==> src/hdl/hst_pkg.sv <==
// Package: shared types and constants for the hashed symbol table
`default_nettype none
package hst_pkg;
   localparam int TABLE_DEPTH = 256;
   localparam int MAX_KEY_LEN = 8;
   localparam int SIZE_W = 9;
   localparam int HASH_W = 32;
   localparam logic [SIZE_W-1:0] SIZE_RESET = 9'd251;

   typedef enum logic [1:0] {
      ST_OK      = 2'd0,
      ST_MISS    = 2'd1,
      ST_FULL    = 2'd2,
      ST_TOOLONG = 2'd3
   } status_type;

   typedef struct packed {
      logic             insert;
      logic             too_long;
      logic [HASH_W-1:0] hash;
      logic [63:0]      key;
      logic [3:0]       key_len;
      logic [7:0]       code;
   } job_type;

   typedef enum logic [2:0] {
      BK_IDLE,
      BK_MOD,
      BK_READ,
      BK_CHECK,
      BK_DONE
   } back_state_type;

   function automatic logic [HASH_W-1:0] fold_byte(input logic [HASH_W-1:0] h,
                                                   input logic [7:0] b);
      logic [HASH_W-1:0] t;
      logic [HASH_W-1:0] g;
      t = (h << 4) + {24'd0, b};
      g = t & 32'hf000_0000;
      if (g != '0) begin
         t = t ^ (g >> 24) ^ g;
      end
      return t;
   endfunction
endpackage
`default_nettype wire

==> src/hdl/hst_front.sv <==
// Front end: folds key bytes into the hash and assembles the key word
`default_nettype none
module hst_front #(
   parameter int MAX_KEY_LEN = hst_pkg::MAX_KEY_LEN
) (
   input  wire logic            clock,
   input  wire logic            reset,
   input  wire logic            req_valid,
   output logic                 req_stall,
   input  wire logic            req_req_type,
   input  wire logic [7:0]      req_key_byte,
   input  wire logic [7:0]      req_token_code,
   output logic                 job_valid,
   input  wire logic            job_full,
   output hst_pkg::job_type     job_data
);
   logic                         started_ff, started_in;
   logic                         insert_ff, insert_in;
   logic                         long_ff, long_in;
   logic [hst_pkg::HASH_W-1:0]   hash_ff, hash_in;
   logic [63:0]                  key_ff, key_in;
   logic [3:0]                   len_ff, len_in;
   logic                         acc;
   logic                         ins_now;

   assign req_stall = job_full;
   assign acc = req_valid && !req_stall;
   assign ins_now = started_ff ? insert_ff : req_req_type;

   always_comb begin
      started_in = started_ff;
      insert_in  = insert_ff;
      long_in    = long_ff;
      hash_in    = hash_ff;
      key_in     = key_ff;
      len_in     = len_ff;
      if (acc) begin
         if (req_key_byte == 8'd0) begin
            started_in = 1'b0;
            long_in    = 1'b0;
            hash_in    = '0;
            key_in     = '0;
            len_in     = '0;
         end else begin
            started_in = 1'b1;
            insert_in  = ins_now;
            hash_in    = hst_pkg::fold_byte(hash_ff, req_key_byte);
            if (len_ff < 4'(MAX_KEY_LEN)) begin
               key_in = key_ff | ({56'd0, req_key_byte} << {len_ff[2:0], 3'b000});
               len_in = len_ff + 4'd1;
            end else begin
               long_in = 1'b1;
            end
         end
      end
   end

   always_ff @(posedge clock) begin
      if (reset) begin
         started_ff <= 1'b0;
         insert_ff  <= 1'b0;
         long_ff    <= 1'b0;
         hash_ff    <= '0;
         key_ff     <= '0;
         len_ff     <= '0;
      end else begin
         started_ff <= started_in;
         insert_ff  <= insert_in;
         long_ff    <= long_in;
         hash_ff    <= hash_in;
         key_ff     <= key_in;
         len_ff     <= len_in;
      end
   end

   assign job_valid        = acc && (req_key_byte == 8'd0);
   assign job_data.insert  = ins_now;
   assign job_data.too_long = long_ff;
   assign job_data.hash    = hash_ff;
   assign job_data.key     = key_ff;
   assign job_data.key_len = len_ff;
   assign job_data.code    = req_token_code;
endmodule
`default_nettype wire

==> config.mk <==
export PLATFORM = sky130hd
export DESIGN_NAME = hst_front
export DESIGN_NICKNAME = d
export VERILOG_FILES = /design/src/hdl/hst_pkg.sv /design/src/hdl/hst_front.sv
export SDC_FILE = /design/constraint.sdc
export NUM_CORES = 1
export LEC_CHECK = 0
export BUFFER_PORTS_ARGS = -buffer_cell sky130_fd_sc_hd__buf_4
export CAP_MARGIN = 20
export CELL_PAD_IN_SITES_DETAIL_PLACEMENT = 1
export CELL_PAD_IN_SITES_GLOBAL_PLACEMENT = 2
export CORE_ASPECT_RATIO = 1.2
export CORE_MARGIN = 3
export CORE_UTILIZATION = 30
export CTS_BUF_LIST = sky130_fd_sc_hd__clkbuf_16
export CTS_CLUSTER_SIZE = 20
export DETAILED_ROUTE_END_ITERATION = 8
export PLACE_DENSITY_LB_ADDON = 0.1
export SETUP_SLACK_MARGIN = 0.1
export SYNTH_ARGS = -nofsm -noshare
export SYNTH_HDL_FRONTEND = slang
export SYNTH_SLANG_ARGS = --single-unit
==> constraint.sdc <==
create_clock -name clock -period 2.91 [get_ports clock]
set_input_delay 0.582 -clock clock [delete_from_list [all_inputs] [get_ports clock]]
set_output_delay 0.582 -clock clock [all_outputs]
set_load 0.03 [all_outputs]
After elaboration in Yosys (flattened, before gate mapping) --
Index checks and enable logic that the tools add are counted.
Storage, ports and cells: input port bits 21, register bits 103, word-level logic and storage cells 34
Cells by class: $add $sub $neg 2, $lt $le $gt $ge 1, equal/unequal tests 1, bitwise logic cells 4, shift-type cells 1, reductions and logical operators 9, multiplexer cells 10
Operators by type and width (count):
- $mux 64 | 2
- $mux 32 | 2
- $or 64x64->64 | 1
- $shl 8x6->64 | 1
- $add 32x8->32 | 1
- $reduce_bool 32->1 | 1
- $xor 32x32->32 | 1
- $xor 32x8->32 | 1
- $logic_not 8->1 | 1
- $mux 4 | 2
- $reduce_and 2->1 | 3
- $add 4x1->4 const B | 1
- $lt 4x4->1 const B | 1
- $mux 1 | 4
- $logic_and 1x1->1 | 2
- $ne 2x1->1 const B | 1
- $reduce_bool 2->1 | 1
- $logic_not 1->1 | 1
- $not 1->1 | 1

Logic depth before layout (Yosys ltp) --
Gate-level depths: netlist of the first run.
depth in word-level cells 5, gate-level depth with buffers 9

Least setup slack after synthesis of the first run --
No wires, ideal clock.
path type input to register, start point input req_key_byte[0], end point register key_ff[31], data arrival time 2.227 ns, setup slack 0.567 ns, required time 2.794 ns, stages on the path 9, setup time 0.116 ns, path through buf_2 > nor4_4 > nand2_1 > nor2_1 > or2_1 > buf_2 > buf_4 > buf_6 > nor2_1
On the way: word-level cells in the longest chain between the ends 3, elaborated cells between the ends (all ways) 4, classes of those cells mux: 1; reduce/logical: 3
Ends and longest elaborated chain:
- start: declaration | line hst_front.sv:11 | input wire logic [7:0] req_key_byte,
- $logic_not 8->1 * | line hst_front.sv:38 | if (req_key_byte == 8'd0) begin
- $reduce_bool 2->1 (no source line)
- $reduce_and 2->1 (no source line)
- end signal: assignment | line hst_front.sv:71 | key_ff <= key_in;
- end: declaration | line hst_front.sv:21 | logic [63:0] key_ff, key_in;
Every way passes the cells marked *; elsewhere a longest branch is shown, timed or not. A chain may end at the register's enable or synchronous reset.

Worst setup path after layout of the first run --
start point input req_key_byte[4], end point register hash_ff[4] (netlist name)
On the way: word-level cells in the longest chain between the ends 5, elaborated cells between the ends (all ways) 7, classes of those cells add/sub: 1; mux: 2; bitwise: 2; reduce/logical: 2
Ends and longest elaborated chain:
- parallel branches: the longest is 4 deep, another holds $add 32x8->32
- $mux 32 * | line hst_front.sv:38
- end signal: assignment | line hst_front.sv:70 | hash_ff <= hash_in;
- end: declaration | line hst_front.sv:20 | logic [hst_pkg::HASH_W-1:0] hash_ff, hash_in;
Mark *: on every way between the ends.

==> flow_metrics.env, run 1 <==
export IMPL_core_um2=13500
export IMPL_synth_main_ff_cell="dfxtp_1"
export IMPL_cts_buffers=9
export IMPL_async_flop_share=0
export IMPL_postCtsSetupBuffers=0
export IMPL_first_pass_iters=4
export IMPL_place_gp_congestion=0.792
export IMPL_relSlewSlack=0.658
export IMPL_synth_seq_cells=103
export IMPL_arrival_ps=2480
export IMPL_crit_path_frequent_cell="a21o_1"
export IMPL_cts_resized=0
export IMPL_antenna_left=0
export IMPL_seq_area_frac_synth=0.489
export IMPL_clkTransAtPathRegs_ps=70
export IMPL_synth_area_per_cell_um2=9.41
export IMPL_status="finished clean"
export IMPL_die_w_um=114
export IMPL_clock_latency_ps=350
export IMPL_clockBufferDepth=2
export IMPL_dp_hpwl_um=9370
export IMPL_worstMarginPinSlew_ps=512
export IMPL_rsz0062_at_grt="false"
export IMPL_design_area_um2=5430
export IMPL_path_buf_inv=1
export IMPL_cap_violations=0
export IMPL_critPathLaunch="req_key_byte[4]"
export IMPL_syn2layout_area_growth_pct=28.8
export IMPL_grt_antenna_before_repair=0
export IMPL_place_ws_ps=304
export IMPL_n_antenna_cell=0
export IMPL_setup_viol=0
export IMPL_layout_drive_gt1_share=0.284
export IMPL_cpMaxStageDelayCell="fa_1"
export IMPL_start_util=0.313
export IMPL_comb_power_share=0.088
export IMPL_vdd_drop_max_mv=0.279
export IMPL_cts_hold_buf=0
export IMPL_setup_tns_ps=0
export IMPL_worst_setup_path_start_kind="input port"
export IMPL_fp_dieH_um=136
export IMPL_cts_root_buf="clkbuf_16"
export IMPL_grt_pass1_vias=3743
export IMPL_synth_cell_types=42
export IMPL_skew_ps=5.68
export IMPL_power_density_nw_per_um2=529
export IMPL_netSwitchingPower_w=0.000762
export IMPL_synth_top_cell_area_share=0.489
export IMPL_grt_total_usage=0.176
export IMPL_clockPowerShare=0.407
export IMPL_synthCells=448
export IMPL_reg2reg_from="hash_ff[0]"
export IMPL_via_count=3584
export IMPL_ioPinCount=133
export IMPL_final_cell_mix="122 x buf_4, 103 x dfxtp_1, 77 x nor2_1"
export IMPL_drc=0
export IMPL_syn_nets=475
export IMPL_num_rows=46
export IMPL_period_needed_ps=2240
export IMPL_grt_overflow_total=0
export IMPL_clock_sinks=103
export IMPL_min_path_type="flop to flop"
export IMPL_dieArea_um2=15500
export IMPL_drt_iter0_drc=151
export IMPL_worstHoldStart="hash_ff[31]"
export IMPL_cts_tree="yes"
export IMPL_n_fill_cell=1585
export IMPL_nNetsFinal=571
export IMPL_critPathMaxStageDelay_ps=410
export IMPL_syn_cell_area_um2=4210
export IMPL_power_internal_w=0.00211
export IMPL_p_leak_nw=2.24
export IMPL_utilization=0.403
export IMPL_cp_cell_sequence="buf_4 > ha_1 > fa_1 > a21o_1 > a21o_1 > and4_1 > xnor2_1 > a22o_1"
export IMPL_ctsHtreeMaxLevel=3
export IMPL_required_ps=3160
export IMPL_synthTopCellsByArea="dfxtp_1 49%, a21oi_1 8.7%, nor2_1 6.9%"
export IMPL_path_class="input port to flop"
export IMPL_mostFrequentLayoutCell="buf_4"
export IMPL_avgRoutedWirePerCell_um=18.5
export IMPL_io_buffer_count=116
export IMPL_setup_ws_ps=673
export IMPL_crit_fanout=10
export IMPL_drv_slew=0
export IMPL_path_delay_family="compound AO/OA/AOI/OAI gates"
export IMPL_dpl_instance_area_um2=5130
export IMPL_yosysWarnings=0
export IMPL_end_kind="flop"
export IMPL_fin_crit_sh=0.769
export IMPL_synth_area_leader_cell="dfxtp_1"
export IMPL_grt_max_degree=28
export IMPL_grt_pass1_wl_um=21000
export IMPL_routed_wl_um=13300
export IMPL_swShare=0.265
export IMPL_synth_edf_count=0
export IMPL_hold_violations=0
export IMPL_max_freq_mhz=447
export IMPL_p_seq_frac=0.505
export IMPL_via_per_inst=5.00
per-layer routing:
metal,vias up,share of wire,global-route usage
li1,1729,-,-
met1,1742,0.39,0.194
met2,94,0.53,0.316
met3,19,0.061,0.0606
met4,0,0.017,0.0581
met5,-,0,0
cell usage after synthesis (2+ instances only):
master,instances
nand3_1,10
and2_1,7
dfxtp_1,103
clkbuf_1,9
o21ai_1,2
and3_1,5
nor3_4,6
a21o_1,3
ha_1,5
a31oi_1,3
and4_1,6
buf_2,13
nand4_1,7
buf_4,14
xnor2_1,27
nand2_1,19
nor4_4,4
o21ai_0,2
nand2b_1,5
inv_1,2
a21oi_1,73
a22oi_1,2
buf_6,4
nor2_1,77
a22o_1,22
xor2_1,2
power by group through the flow:
stage / combinational [W] / clock [W] / sequential (W)
detailed placement: 0.000256 / 0 / 0.00148
CTS: 0.000257 / 0.00122 / 0.00145
finish: 0.000251 / 0.00117 / 0.00145
global placement: 0.000253 / 0 / 0.00148
floorplan: 0.000151 / 0 / 0.00151
global route: 0.000272 / 0.00130 / 0.00145
worst paths after layout:
check,slack (ps),endpoint,cells after the start
setup reg to reg,760,hash_ff[4],7
setup / recovery,670,hash_ff[4],8
hold reg to reg,460,hash_ff[31],1
hold / removal,460,hash_ff[31],1
area by class of cell:
cell class                      count  area (um^2)  share of cell area
Tap cell                          168          210              0.0387
Clock buffer                        9          225              0.0415
Timing Repair Buffer              125          971               0.179
Multi-Input combinational cell    303         1900               0.349
Sequential cell                   103         2060               0.380
Clock inverter                      7         56.3              0.0104
Inverter                            2         7.51             0.00138
state kept, by name (all words and copies together), names as in the netlist:
| name | cells |
|---|---|
| hash_ff | 32 |
| insert_ff | 1 |
| key_ff | 64 |
| len_ff | 4 |
| long_ff | 1 |
| started_ff | 1 |
kinds of logic (layout without fill, tap and decap cells):
logic type,Yosys count,after routing,synth area share
xor gates and xnor gates,29,29,0.0603
muxes,1,1,0.00267
buffers and inverters,42,143,0.0609
and+or+nand+nor,156,156,0.208
AOI/OAI and AO/OA,111,111,0.159
DFF,103,103,0.489
adders and majority gates,6,6,0.0196
stage by stage:
step / hold slack (ps) / cells / power (W)
2_1_floorplan: 433 / 448 / 0.00167
3_3_place_gp: 443 / 700 / 0.00174
3_5_place_dp: 450 / 700 / 0.00174
4_1_cts: 469 / 716 / 0.00293
5_1_grt: 485 / 717 / 0.00302
6_report: 462 / 717 / 0.00287
Power figures use the tool's default switching activity.
==> run 2: changes to the inputs <==
Settings changed: ABC_AREA set to 1, CORE_UTILIZATION 30 to 28.
Clock period 2.91 ns to 2.1 ns, I/O delays scaled along.
==> run 2 against run 1 <==
Synthesized cell count grew 44%. First-iteration DRC count shrank 20%. Sequential power up 39%. Core utilization is 2.7 points lower. Combinational power grew 75%. Wire length up 28%. Clock skew down 0.73 ps. Non-clock buffer count rose by 19. Worst hold slack got worse by 89 ps. Critical path type is now input port to primary output. Total power is 44% higher. Final area is 14% higher. Synthesized area is 13% higher.
==> flow_metrics.env, run 2 <==
export IMPL_antenna_left=0
export IMPL_max_freq_mhz=543
export IMPL_synth_area_per_cell_um2=7.36
export IMPL_nNetsFinal=790
export IMPL_design_area_um2=6170
export IMPL_synthCells=645
export IMPL_via_count=4639
export IMPL_synth_area_leader_cell="dfxtp_1"
export IMPL_async_flop_share=0
export IMPL_min_path_type="input port to flop"
export IMPL_cts_tree="yes"
export IMPL_seq_area_frac_synth=0.434
export IMPL_setup_ws_ps=259
export IMPL_grt_antenna_before_repair=0
export IMPL_worst_setup_path_start_kind="input port"
export IMPL_cts_hold_buf=0
export IMPL_worstMarginPinSlew_ps=515
export IMPL_p_leak_nw=2.68
export IMPL_place_gp_congestion=0.811
export IMPL_hold_violations=0
export IMPL_period_needed_ps=1840
export IMPL_postCtsSetupBuffers=0
export IMPL_synth_main_ff_cell="dfxtp_1"
export IMPL_relSlewSlack=0.656
export IMPL_synth_top_cell_area_share=0.434
export IMPL_clkTransAtPathRegs_ps=80
export IMPL_grt_total_usage=0.184
export IMPL_core_um2=16400
export IMPL_grt_overflow_total=0
export IMPL_cts_root_buf="clkbuf_16"
export IMPL_first_pass_iters=4
export IMPL_path_class="input port to primary output"
export IMPL_fp_dieH_um=149
export IMPL_largest_register_ffs=64
export IMPL_start_util=0.290
export IMPL_setup_tns_ps=0
export IMPL_cts_resized=0
export IMPL_arrival_ps=1420
export IMPL_yosysWarnings=0
export IMPL_fin_crit_sh=0.877
export IMPL_grt_pass1_wl_um=27000
export IMPL_mostFrequentLayoutCell="buf_4"
export IMPL_reg_top3="key_ff: 64 flops, hash_ff: 32 flops, len_ff: 4 flops"
export IMPL_clockBufferDepth=2
export IMPL_grt_max_degree=51
export IMPL_synth_edf_count=0
export IMPL_drt_iter0_drc=121
export IMPL_num_rows=51
export IMPL_syn_cell_area_um2=4750
export IMPL_final_cell_mix="139 x buf_4, 128 x nand2_1, 112 x nor2_1"
export IMPL_synth_seq_cells=103
export IMPL_clock_sinks=103
export IMPL_synth_cell_types=37
export IMPL_ioPinCount=133
export IMPL_end_kind="primary output"
export IMPL_place_ws_ps=-37.2
export IMPL_setup_viol=0
export IMPL_via_per_inst=4.73
export IMPL_skew_ps=4.95
export IMPL_clock_latency_ps=360
export IMPL_avgRoutedWirePerCell_um=17.3
export IMPL_regMostFlops="key_ff"
export IMPL_routed_wl_um=17000
export IMPL_dpl_instance_area_um2=5870
export IMPL_cts_buffers=9
export IMPL_grt_pass1_vias=4919
export IMPL_cap_violations=0
export IMPL_synth_commonest_cells="128 x nand2_1, 112 x nor2_1, 103 x dfxtp_1"
export IMPL_syn2layout_area_growth_pct=29.9
export IMPL_power_density_nw_per_um2=672
export IMPL_rsz0062_at_grt="false"
export IMPL_layout_drive_gt1_share=0.259
export IMPL_n_antenna_cell=0
export IMPL_syn_nets=672
export IMPL_drv_slew=0
export IMPL_required_ps=1680
export IMPL_io_buffer_count=116
export IMPL_synthMostInstantiatedCell="nand2_1"
export IMPL_status="finished clean"
export IMPL_synthTopCellsByArea="dfxtp_1 43%, a21oi_1 10%, nand2_1 10%"
export IMPL_die_w_um=125
export IMPL_dieArea_um2=18600
export IMPL_drc=0
export IMPL_crit_fanout=5
export IMPL_vdd_drop_max_mv=0.340
export IMPL_dp_hpwl_um=13000
export IMPL_ctsHtreeMaxLevel=3
-- run 2: worst max-delay path: stages --
cell	delay, ps
buf_4	120
inv_2	140
nand4_4	150
nor2_8	180
inv_2	100
nor2_8	130
buf_4	180
-- run 2: stage by stage --
stage | instances | power (W) | hold WS [ps] | utilization
final | 980 | 0.00415 | 373 | 0.376
after global routing | 980 | 0.00436 | 390 | 0.376
after detailed placement | 964 | 0.00251 | 441 | 0.358
after CTS | 980 | 0.00421 | 364 | 0.375
after global placement | 964 | 0.00250 | 433 | 0.358
after floorplan | 645 | 0.00237 | 442 | -
-- run 2: metal layers --
metal	up-vias	track usage	share of wire	wire length (um)
met5	-	0	0	0
met4	0	0.0683	0.022	381
met3	21	0.0402	0.041	696
met2	83	0.341	0.53	9010
met1	2214	0.206	0.40	6860
li1	2321	-	-	-
-- run 2: cells by family (layout without fill, tap and decap cells) --
logic type      Yosys count  after routing  share of synthesized area
fa+ha+maj                 6              6                     0.0174
simple gates            333            333                      0.318
buf+inv                  86            209                      0.100
xor+xnor                  5              5                    0.00922
compound gates          112            112                      0.121
flops                   103            103                      0.434
-- run 2: layout make-up --
type | count | area [um^2]
Inverter | 49 | 184
Clock inverter | 7 | 66.3
Timing Repair Buffer | 144 | 1140
Tap cell | 212 | 265
Clock buffer | 9 | 225
Fill cell | 2037 | 10200
Sequential cell | 103 | 2060
Multi-Input combinational cell | 456 | 2220
-- run 2: worst paths after layout --
path | from | end | slack [ps] | cells after the start
max | req_key_byte[7] | job_valid | 260 | 7
min | req_req_type | insert_ff | 370 | 3
max reg2reg | hash_ff[2] | hash_ff[18] | 280 | 10
min reg2reg | hash_ff[28] | hash_ff[28] | 460 | 2
-- run 2: power by group --
part | internal, W | leakage [nW] | total (W) | switching (W)
Combinational | 0.000152 | 1.70 | 0.000438 | 0.000286
Sequential | 0.00198 | 0.833 | 0.00202 | 0.0000373
Clock | 0.000832 | 0.142 | 0.00169 | 0.000858
Total | 0.00296 | 2.68 | 0.00415 | 0.00118
