## config.mk

```make
export PLATFORM = sky130hd
export DESIGN_NAME = hst_queue
export DESIGN_NICKNAME = d
export VERILOG_FILES = /design/src/hdl/hst_pkg.sv /design/src/hdl/hst_queue.sv
export SDC_FILE = /design/constraint.sdc
export NUM_CORES = 1
export LEC_CHECK = 0
export BUFFER_PORTS_ARGS = -buffer_cell sky130_fd_sc_hd__buf_2
export CORE_MARGIN = 4
export CORE_UTILIZATION = 56
export DETAILED_ROUTE_END_ITERATION = 8
export PLACE_DENSITY = 0.9
export SETUP_SLACK_MARGIN = 0.5
export SLEW_MARGIN = 10
export SYNTH_ARGS = -nofsm -noshare
export SYNTH_HDL_FRONTEND = slang
export SYNTH_SLANG_ARGS = --single-unit
```

## constraint.sdc

```tcl
create_clock -name clock -period 7.3 [get_ports clock]
set_input_delay 1.825 -clock clock [delete_from_list [all_inputs] [get_ports clock]]
set_output_delay 1.825 -clock clock [all_outputs]
set_load 0.03 [all_outputs]
```

## src/hdl/hst_pkg.sv

```systemverilog
// Package: shared types and constants for the hashed symbol table
`default_nettype none
package hst_pkg;
   localparam int TABLE_DEPTH = 256;
   localparam int MAX_KEY_LEN = 8;
   localparam int SIZE_W = 9;
   localparam int HASH_W = 32;
   localparam logic [SIZE_W-1:0] SIZE_RESET = 9'd251;

   typedef enum logic [1:0] {
      ST_OK      = 2'd0,
      ST_MISS    = 2'd1,
      ST_FULL    = 2'd2,
      ST_TOOLONG = 2'd3
   } status_type;

   typedef struct packed {
      logic             insert;
      logic             too_long;
      logic [HASH_W-1:0] hash;
      logic [63:0]      key;
      logic [3:0]       key_len;
      logic [7:0]       code;
   } job_type;

   typedef enum logic [2:0] {
      BK_IDLE,
      BK_MOD,
      BK_READ,
      BK_CHECK,
      BK_DONE
   } back_state_type;

   function automatic logic [HASH_W-1:0] fold_byte(input logic [HASH_W-1:0] h,
                                                   input logic [7:0] b);
      logic [HASH_W-1:0] t;
      logic [HASH_W-1:0] g;
      t = (h << 4) + {24'd0, b};
      g = t & 32'hf000_0000;
      if (g != '0) begin
         t = t ^ (g >> 24) ^ g;
      end
      return t;
   endfunction
endpackage
`default_nettype wire

```

## src/hdl/hst_queue.sv

```systemverilog
// Two-entry queue of finished keys between front and back
`default_nettype none
module hst_queue (
   input  wire logic        clock,
   input  wire logic        reset,
   input  wire logic        wr_valid,
   output logic             wr_full,
   input  wire hst_pkg::job_type wr_data,
   output logic             rd_valid,
   input  wire logic        rd_take,
   output hst_pkg::job_type rd_data
);
   hst_pkg::job_type mem_ff [2];
   logic       wp_ff, wp_in, rp_ff, rp_in;
   logic [1:0] cnt_ff, cnt_in;
   logic       push, pop;

   assign wr_full  = (cnt_ff == 2'd2);
   assign rd_valid = (cnt_ff != 2'd0);
   assign rd_data  = mem_ff[rp_ff];
   assign push = wr_valid && !wr_full;
   assign pop  = rd_take && rd_valid;

   always_comb begin
      wp_in  = wp_ff ^ push;
      rp_in  = rp_ff ^ pop;
      cnt_in = cnt_ff + {1'b0, push} - {1'b0, pop};
   end

   always_ff @(posedge clock) begin
      if (reset) begin
         wp_ff  <= 1'b0;
         rp_ff  <= 1'b0;
         cnt_ff <= '0;
      end else begin
         wp_ff  <= wp_in;
         rp_ff  <= rp_in;
         cnt_ff <= cnt_in;
      end
      if (push) begin
         mem_ff[wp_ff] <= wr_data;
      end
   end
endmodule
`default_nettype wire

```

# Word level (Yosys, flattened, before mapping)

Memory sizes are Yosys's and may differ from the RTL's. A register that Yosys moved wholly into a read port is not among the register bits.
Index checks and enable logic that the tools add are counted.

Add/sub/neg operators: 2
Equality and inequality tests: 1
Mux-type cells: 3
Bitwise gates (word level): 2
Reduce and logical (&&, ||, !) cells: 4

Operators with widths:

| cell                                        | count |
|---|---|
| 1-bit two-way mux                           | 3 |
| 2-bit by 1-bit adder with 2-bit output      | 1 |
| 2-bit == test, second input constant        | 1 |
| 1-bit logical AND                           | 2 |
| 2-bit nonzero test                          | 1 |
| 2-bit by 1-bit subtractor with 2-bit output | 1 |
| 1-bit bitwise XOR                           | 2 |
| 1-bit zero test                             | 1 |

Flip-flop bits (word level): 4
Bits in writable memories: 220
Input port bits: 114
Output and inout bits: 112
Word-level logic and storage cells: 16
Memories: 1

Memories:

| memory | depth | width | read ports | clocked after Yosys merged registers in | wr ports | RTL line        | text |
|---|---|---|---|---|---|---|---|
| mem_ff | 2     | 110   | 1          | 1                                       | 1        | hst_queue.sv:13 | `hst_pkg::job_type mem_ff [2];` |

# Logic depth before layout (Yosys ltp)

Gate-level depths: netlist of the first run.

Depth in word-level cells: 5
Mapped depth: 7
Gate-level depth less buffers: 7

# Worst setup path before layout of the first run

Ideal clock, no wire load.

Path kind: input-to-reg
Start point: input wr_valid
End point: memory mem_ff[1][0] in the netlist's numbering, enable pin
Setup time: 482 ps
Arrival time: 4,552 ps
Required time: 6,818 ps
Setup slack: 2,266 ps
Stages on the path: 2
Buffers on the path: 0
Cell sequence: and2_1 ha_1

Word-level cells in the longest chain between the ends: 3

Ends and longest elaborated chain:

| element                                 | RTL line        | text |
|---|---|---|
| start, declared                         | hst_queue.sv:6  | `input wire logic wr_valid,` |
| 1-bit logical AND                       | hst_queue.sv:21 | `assign push = wr_valid && !wr_full;` |
| 1-bit two-way mux                       | hst_queue.sv:40 | `if (push) begin` |
| 1-bit two-way mux (implied by the code) | hst_queue.sv:41 | `mem_ff[wp_ff] <= wr_data;` |
| end, declared                           | hst_queue.sv:13 |  |

Every way passes these cells.

==> results of run 1 <==
==> cells in the mapped netlist <==
library cell / number
o21a_1: 1
or2_2: 1
xnor3_1: 1
buf_4: 8
mux2_2: 111
nor2_1: 3
buf_6: 1
and2_1: 1
ha_1: 4
nand2_1: 1
nor2b_1: 2
dfxtp_1: 4
buf_2: 3
edfxtp_1: 220
nand2b_1: 1
inv_1: 3
==> cells in the final DEF, fill, tap and decap left out, types with 2 or more instances in the layout <==
| master | count |
|---|---|
| buf_2 | 225 |
| buf_4 | 3 |
| bufinv_16 | 5 |
| clkbuf_1 | 4 |
| clkbuf_16 | 23 |
| clkinv_1 | 2 |
| clkinv_2 | 5 |
| dfxtp_1 | 3 |
| edfxtp_1 | 220 |
| ha_1 | 2 |
| ha_4 | 2 |
| inv_1 | 3 |
| mux2_2 | 111 |
| nor2_1 | 3 |
| nor2b_1 | 2 |
==> state kept, by name, indices dropped and copies added (netlist names) <==
signal / count
cnt_ff: 2
mem_ff: 220
wp_ff: 1
rp_ff: 1
==> worst min-delay path, delay by kind of cell, from the launching register on <==
kind / cells / cell delay (ns)
adder cells (fa/ha/maj): 1 / 0.13
buffers and inverters: 1 / 0.10
flip-flops: 1 / 0.33
AND/OR/NAND/NOR: 1 / 0.03
==> final cells by class <==
| type | count | area, µm² |
|---|---|---|
| flip-flops and latches | 224 | 6690 |
| fillers | 827 | 3830 |
| multi-input cells | 126 | 1400 |
| repair buffers | 228 | 1150 |
| clock buffers | 27 | 591 |
| well taps | 180 | 225 |
| clock inverters | 14 | 199 |
| inverters | 3 | 11.3 |
==> through the flow <==
step | hold WS, ns | setup slack, ns
2_1_floorplan | 0.532 | 2.27
3_3_place_gp | 0.606 | 3.27
3_5_place_dp | 0.630 | 3.26
4_1_cts | 0.640 | 2.72
5_1_grt | 0.689 | 2.63
6_report | 0.634 | 2.76
==> report_power, final <==
part           internal, mW  total (mW)  switching [mW]
clock                 0.756        1.21           0.451
combinational         0.357        1.03           0.674
sequential             1.63        1.71          0.0775
total                  2.75        3.95            1.20
==> layer usage <==
layer  global-route usage (%)  share of wire [%]  up-vias
met4                     5.19                1.8        2
met2                     33.7                 52      172
met3                     5.77                8.4       34
met5                        0              0.094        -
li1                         -                  -     1933
met1                     23.1                 38     2060
==> logic make-up after synthesis <==
group                    Yosys count  synth area share, %
AO/OA/AOI/OAI                      1               0.0920
adder cells (fa/ha/maj)            4                0.613
buffers and inverters             15                 1.20
multiplexers                     111                 15.3
XOR/XNOR                           1                0.276
flip-flops                       224                 81.9
AND/OR/NAND/NOR                    9                0.567
==> final timing paths <==
path	startpoint	end
worst max-delay path	rp_ff	rd_data[26]
worst min-delay path	wp_ff	wp_ff
worst max register to register	cnt_ff[0]	mem_ff[0][109]
worst min register to register	wp_ff	wp_ff
==> impl_metrics.ini, run 1 <==
[sta]
slew_violations = 0
setup_viol_count_final = 0
tightest_slew_ns = 0.773
fin_crit_ns = 4.54
worst_clock_skew_ns = 0.0102
max_freq_mhz = 220
relSlewSlack_pct = 48.5
setup_tns_ns = 0
rsz0062_at_grt = no
timing.final.crit_share_pct = 62.2
hold_viol = 0

[pwr]
vdd_drop_max_mv = 0.288
leakagePower_nw = 3.87
power.density_nw_per_um2 = 385
total_power_mw = 3.95

[clock_tree]
cts.htree.levels = 1
clk_latency_ns = 0.49
cts_made_buffers = 23
cts.sinks = 224
postCtsSetupBuffers = 0
clockBufferDepth = 3
clk_pin_slew_ns = 0.06
hold_buffers = 0
cts_tree = built
clockRootBuffer = clkbuf_16
cts_resized = 0

[critical_path]
crit_family = buffers and inverters
critPathMaxFanout = 57
crit_chain = buf_4 -> mux2_2 -> buf_2
crit_required_ns = 5.48
rrSetupSlack_ns = 4.69
slowest_stage = dfxtp_4
cpPeakStageDelay_ns = 0.80
end_kind = primary output
crit_buf_inv = 2
cp-start-kind = register
cp_num_cells = 3
rr_worst_depth = 4
crit_arrival_ns = 2.71
crit_type = register to primary output

[logic_synthesis]
synthTopCellsByArea = edfxtp_1 81%, mux2_2 15%, dfxtp_1 0.98%
synth_area_um2 = 8160
yosysWarnings = 0
synth_top_area_share_pct = 81.0
synth_area_leader_cell = edfxtp_1
syn-num-nets = 483
synth.distinct_cells = 16
synth-seq-cells = 224
yosysSeqAreaShare_pct = 81.9
syn_avg_cell_area_um2 = 22.4
syn_inst = 365

[floorplanning]
die-area_um2 = 16600
io_pins = 226
initial_core_util_pct = 57.9
fp.dieH_um = 129
core_um2 = 14100
dieWidth_um = 129
std_cell_rows = 43

[detailed_routing]
dr.pass1.iters = 4
wl_per_cell_um = 20.0
vias = 4201
drc_errors = 0
avgViaCountPerCell = 5.24
antenna_left = 0
dr.first_iter.drc_count = 196
wl_um = 16000

[layout]
drive_gt1_share_pct = 60.8
fin_nets = 724
final_cells = 802
fin_area_um2 = 10300
n_antenna_cell = 0
syn_to_final_growth_pct = 25.8
final_util_pct = 72.8

[worst_hold_path]
hold_class = register to register
whs_path_depth = 3

[placed_design]
port_buffers = 225
place_area_um2 = 9480
dp.cells = 761
dp_hpwl_um = 10300
gp_congestion = 0.749

[global_route]
grt_pass1_vias = 4653
grt_pass1_wl_um = 24600
overflow = 0
antenna_found_initial = 1
grt_max_degree = 58
grt_use_total_pct = 19.1

[status]
status = finished clean

[job]
maxCapViolations = 0
Note: power is estimated with default switching activity, not from simulation.
==> inputs of run 2 (changes only) <==
Settings changed: CORE_UTILIZATION 56 to 47, PLACE_DENSITY 0.9 to 0.81.
Clock period 7.3 ns to 3.85 ns, I/O delays scaled along.
==> run 2 against run 1 <==
  * Hold slack improved by 0.014 ns
  * Via count up 0.36%
  * Non-clock buffer count up 3
  * First-iteration DRC count rose by 2.6%
  * Routed wire length shrank 3.8%
  * Largest power group unchanged
  * Critical path type unchanged
  * Cell count increased by 5.4%
  * Highest routed layer unchanged
  * Clock-buffer cell count down 2
  * Critical path depth unchanged
  * Clock power grew 59%
  * Critical endpoint is now rd_data[84]
==> impl_metrics.ini, run 2 (synthesis gave the netlist of run 1 again) <==
[clock_tree]
clk_pin_slew_ns = 0.06
clk_latency_ns = 0.49
postCtsSetupBuffers = 0
cts_resized = 0
cts.sinks = 224
cts_tree = built
cts_made_buffers = 23
hold_buffers = 0
cts.htree.levels = 1
clockBufferDepth = 3
clockRootBuffer = clkbuf_16

[sta]
worst_clock_skew_ns = 0.00840
rsz0062_at_grt = no
relSlewSlack_pct = 58.6
hold_viol = 0
max_freq_mhz = 340
slew_violations = 0
worst_slack_ns = 0.910
whs_ns = 0.647
fin_crit_ns = 2.94
timing.final.crit_share_pct = 76.4
setup_tns_ns = 0
setup_viol_count_final = 0
tightest_slew_ns = 0.620

[layout]
largest_register_ffs = 220
top_register = mem_ff
final_cells = 845
fin_area_um2 = 10200
top_regs = mem_ff: 220 flops, cnt_ff: 2 flops
regArea_um2 = 6690
n_antenna_cell = 0
final_common_cell = buf_2
multi_input_area_um2 = 1400
syn_to_final_growth_pct = 25.5
layout_common_cells = 225 x buf_2, 220 x edfxtp_1, 111 x mux2_2
final_util_pct = 60.9
fin_nets = 727
nFillCells = 1226
drive_gt1_share_pct = 60.3

[critical_path]
cpPeakStageDelay_ns = 0.49
rrSetupSlack_ns = 1.83
critPathLaunch = rp_ff
crit_type = register to primary output
setup.worst_path.end = rd_data[84]
crit_arrival_ns = 1.98
crit_chain = buf_4 -> mux2_2 -> buf_2
rr_endpoint = mem_ff[1][95]
end_kind = primary output
crit_required_ns = 2.89
r2r_start = cnt_ff[0]
cp-start-kind = register
rr_worst_depth = 4
slowest_stage = buf_4
critPathMaxFanout = 48

[detailed_routing]
vias = 4216
antenna_left = 0
wl_per_cell_um = 18.2
wl_um = 15400
dr.pass1.iters = 4
dr.first_iter.drc_count = 201
drc_errors = 0
avgViaCountPerCell = 4.99

[placed_design]
port_buffers = 225
place_area_um2 = 9590
dp_hpwl_um = 10400
dp.cells = 804
gp_congestion = 0.751
pre_cts_ws_ns = 1.27

[floorplanning]
std_cell_rows = 47
initial_core_util_pct = 48.5
die-area_um2 = 19500
io_pins = 226
dieWidth_um = 140
fp.dieH_um = 140
core_um2 = 16800

[pwr]
combPwrFrac_pct = 28.7
total_power_mw = 7.14
power.density_nw_per_um2 = 697
swShare_pct = 31.6
vdd_drop_max_mv = 0.393
leakagePower_nw = 3.83
p_int_mw = 4.88
pwr-share-clk_pct = 26.9
seqPwrFrac_pct = 44.4
p_switching_mw = 2.25

[global_route]
grt_use_total_pct = 15.3
antenna_found_initial = 2
grt_pass1_vias = 4692
grt_pass1_wl_um = 23900
grt_max_degree = 65
overflow = 0

[status]
status = finished clean

[job]
maxCapViolations = 0

[worst_hold_path]
hold_class = register to register
run 2: metal layers:
layer	global-route usage [%]	vias to the layer above	part of all wire, %	routed length, µm
li1	-	1930	-	-
met1	17.9	2060	37	5650
met2	26.3	184	51	7810
met3	5.45	38	9.6	1480
met4	5.30	4	2.8	435
met5	0	-	0.18	27
run 2: worst min-delay path by stage:
stage / cells past startpoint / end / slack, ns / start
CTS: 1 / mem_ff[1][44] / 0.63 / wr_data[44]
detailed placement: 3 / wp_ff / 0.64 / wp_ff
global route: 1 / mem_ff[1][10] / 0.63 / wr_data[10]
floorplan: 3 / wp_ff / 0.53 / wp_ff
finish: 3 / wp_ff / 0.65 / wp_ff
global placement: 2 / cnt_ff[0] / 0.61 / cnt_ff[0]
run 2: power groups by stage:
stage               Sequential [mW]  Clock, mW  Combinational (mW)
finish                         3.17       1.92                2.05
global route                   3.20       2.10                2.17
CTS                            3.18       1.99                2.08
detailed placement             3.23          0                2.07
global placement               3.20          0                2.03
floorplan                      3.23          0                1.49
run 2: critical path, delay by kind of cell (launching register included):
kind / cells / cell delay (ns)
mux: 1 / 0.43
buf+inv: 2 / 0.68
flops: 1 / 0.35
run 2: cell type report:
cell class                      instances  area share [%]
Clock buffer                           25            5.69
Clock inverter                         16           0.733
Inverter                                3           0.110
Multi-Input combinational cell        126            13.7
Sequential cell                       224            65.3
Tap cell                              220            2.69
Timing Repair Buffer                  231            11.8
==> inputs of run 3 (changes only) <==
Settings changed: ABC_AREA from default to 1.
Clock period 3.85 ns to 2.6 ns, I/O delays scaled along.
==> run 3 against run 2 <==
  * Flip-flop and latch count stayed put
  * Die area increased by 0.39%
  * First-iteration DRC count is 11% higher
  * Total power is 75% higher
  * Combinational power up 120%
  * Area after synthesis grew 0.41%
  * Non-clock buffer count grew 19
  * Via count rose by 4.7%
  * Clock-buffer cell count unchanged
  * Global-route usage increased by 1.6 points
  * Synthesized cell count increased by 3.3%
  * Critical path depth increased by 1
  * Critical endpoint is now rd_data[16]
==> impl_metrics.ini, run 3 <==
[detailed_routing]
vias = 4415
dr.pass1.iters = 4
dr.first_iter.drc_count = 224
dr.max_layer_used = met4
wl_um = 18000
avgViaCountPerCell = 5.02
wl_per_cell_um = 20.4
met1Wirelength_um = 7420
antenna_left = 0
wl_met3_um = 1180
drc_errors = 0
dr_wl_met2_um = 9090

[clock_tree]
clk_latency_ns = 0.50
clk_pin_slew_ns = 0.06
cts.htree.levels = 1
cts_made_buffers = 22
hold_buffers = 0
clockBufferDepth = 3
cts_tree = built
clockRootBuffer = clkbuf_16
cts.sinks = 224

[floorplanning]
dieWidth_um = 140
fp.dieH_um = 140
core_um2 = 17200
initial_core_util_pct = 47.7
std_cell_rows = 48
die-area_um2 = 19600
io_pins = 226

[layout]
fin_nets = 757
final_util_pct = 65.8
final_common_cell = edfxtp_1
largest_register_ffs = 220
syn_to_final_growth_pct = 37.9
drive_gt1_share_pct = 60.8
top_register = mem_ff
top_regs = mem_ff: 220 flops, cnt_ff: 2 flops
n_antenna_cell = 0
layout_common_cells = 220 x edfxtp_1, 168 x buf_2, 57 x mux2_2

[sta]
rsz0062_at_grt = yes
timing.final.crit_share_pct = 92.3
worst_clock_skew_ns = 0.0105
max_freq_mhz = 416
fin_crit_ns = 2.40
tightest_slew_ns = 0.473
setup_viol_count_final = 0
whs_ns = 0.345
hold_viol = 0
setup_tns_ns = 0
relSlewSlack_pct = 68.5
slew_violations = 0

[pwr]
power.density_nw_per_um2 = 1110
leakagePower_nw = 4.37
vdd_drop_max_mv = 0.883
total_power_mw = 12.5

[logic_synthesis]
ys_async_sr_fraction_pct = 0
synth-edff-count = 220
synth_top_area_share_pct = 80.6
syn_avg_cell_area_um2 = 21.7
yosysSeqAreaShare_pct = 81.6
synth_area_um2 = 8190
yosysWarnings = 0
synth-seq-cells = 224
synth_area_leader_cell = edfxtp_1
syn_inst = 377
synth.distinct_cells = 13
synthTopCellsByArea = edfxtp_1 81%, mux2_2 15%, buf_6 1.1%
syn-num-nets = 495
synth.most_common_cell = edfxtp_1
synth_commonest_cells = 220 x edfxtp_1, 110 x mux2_2, 10 x inv_1, 8 x buf_6, 8 x nor2_1
ys.flop_type = edfxtp_1

[critical_path]
crit_arrival_ns = 1.75
cp-start-kind = register
crit_type = register to primary output
end_kind = primary output
critPathMaxFanout = 5
rrSetupSlack_ns = 0.96
crit_required_ns = 1.95

[global_route]
grt_pass1_wl_um = 26100
overflow = 0
grt_max_degree = 80
grt_use_total_pct = 16.9
grt_pass1_vias = 4793
antenna_found_initial = 0

[worst_hold_path]
hold_class = primary input to register

[status]
status = finished clean

[job]
maxCapViolations = 0

[placed_design]
dp_hpwl_um = 10700
port_buffers = 225
gp_congestion = 0.800
==> run 3: cell count changes after synthesis, sizes merged, moves of 2 or more <==
cell and delta:
inv +7, nand2 +4, nand3 +2, nor2 +5, nor2b -2
==> run 3: area by class of cell <==
cell class / instances / area, µm²
flip-flops and latches: 224 / 6690
fillers: 1153 / 5880
repair buffers: 250 / 1970
multi-input cells: 131 / 1580
clock buffers: 25 / 583
well taps: 225 / 282
clock inverters: 15 / 151
inverters: 10 / 37.5
==> run 3: cells by family after synthesis <==
group / Yosys count / share of synthesized area (%)
flip-flops: 224 / 81.6
adder cells (fa/ha/maj): 4 / 0.611
AO/OA/AOI/OAI: 2 / 0.122
multiplexers: 110 / 15.1
AND/OR/NAND/NOR: 15 / 0.718
buffers and inverters: 22 / 1.83
==> run 3: power by group <==
group | internal [mW] | switching [mW]
registers | 4.69 | 0.174
logic | 1.96 | 2.51
clock network | 1.91 | 1.26
==> run 3: stage by stage <==
step | setup WS [ns] | cells | area, µm²
after global routing | 0.150 | 880 | 11300
after global placement | 0.597 | 822 | 9630
final | 0.199 | 880 | 11300
after detailed placement | 0.571 | 822 | 9630
after CTS | 0.183 | 874 | 10900
after floorplan | 0.509 | 377 | 8220
==> run 3: final timing paths <==
check	endpoint	depth (start not counted)	startpoint
worst min register to register	wp_ff	3	wp_ff
worst max register to register	mem_ff[1][101]	5	cnt_ff[1]
worst min-delay path	mem_ff[0][35]	1	wr_data[35]
worst max-delay path	rd_data[16]	4	rp_ff
==> run 3: timing repair <==
action	4_1_cts	5_1_grt
pin swaps	0	0
resized for setup	91	95
buffers inserted	6	2
setup endpoints to repair	110	110
gates cloned	6	4
==> run 3: critical path, cell delays in order, from the launching register on <==
cell and delay, ns:
dfxtp_4 0.43, buf_4 0.18, buf_8 0.12, mux2_2 0.34, buf_2 0.18
==> run 3: per-layer routing <==
metal  vias up  GRT usage (%)
met5         -              0
met4         0           4.69
met3        30           3.41
met2       172           28.8
met1      2206           22.4
li1       2007              -
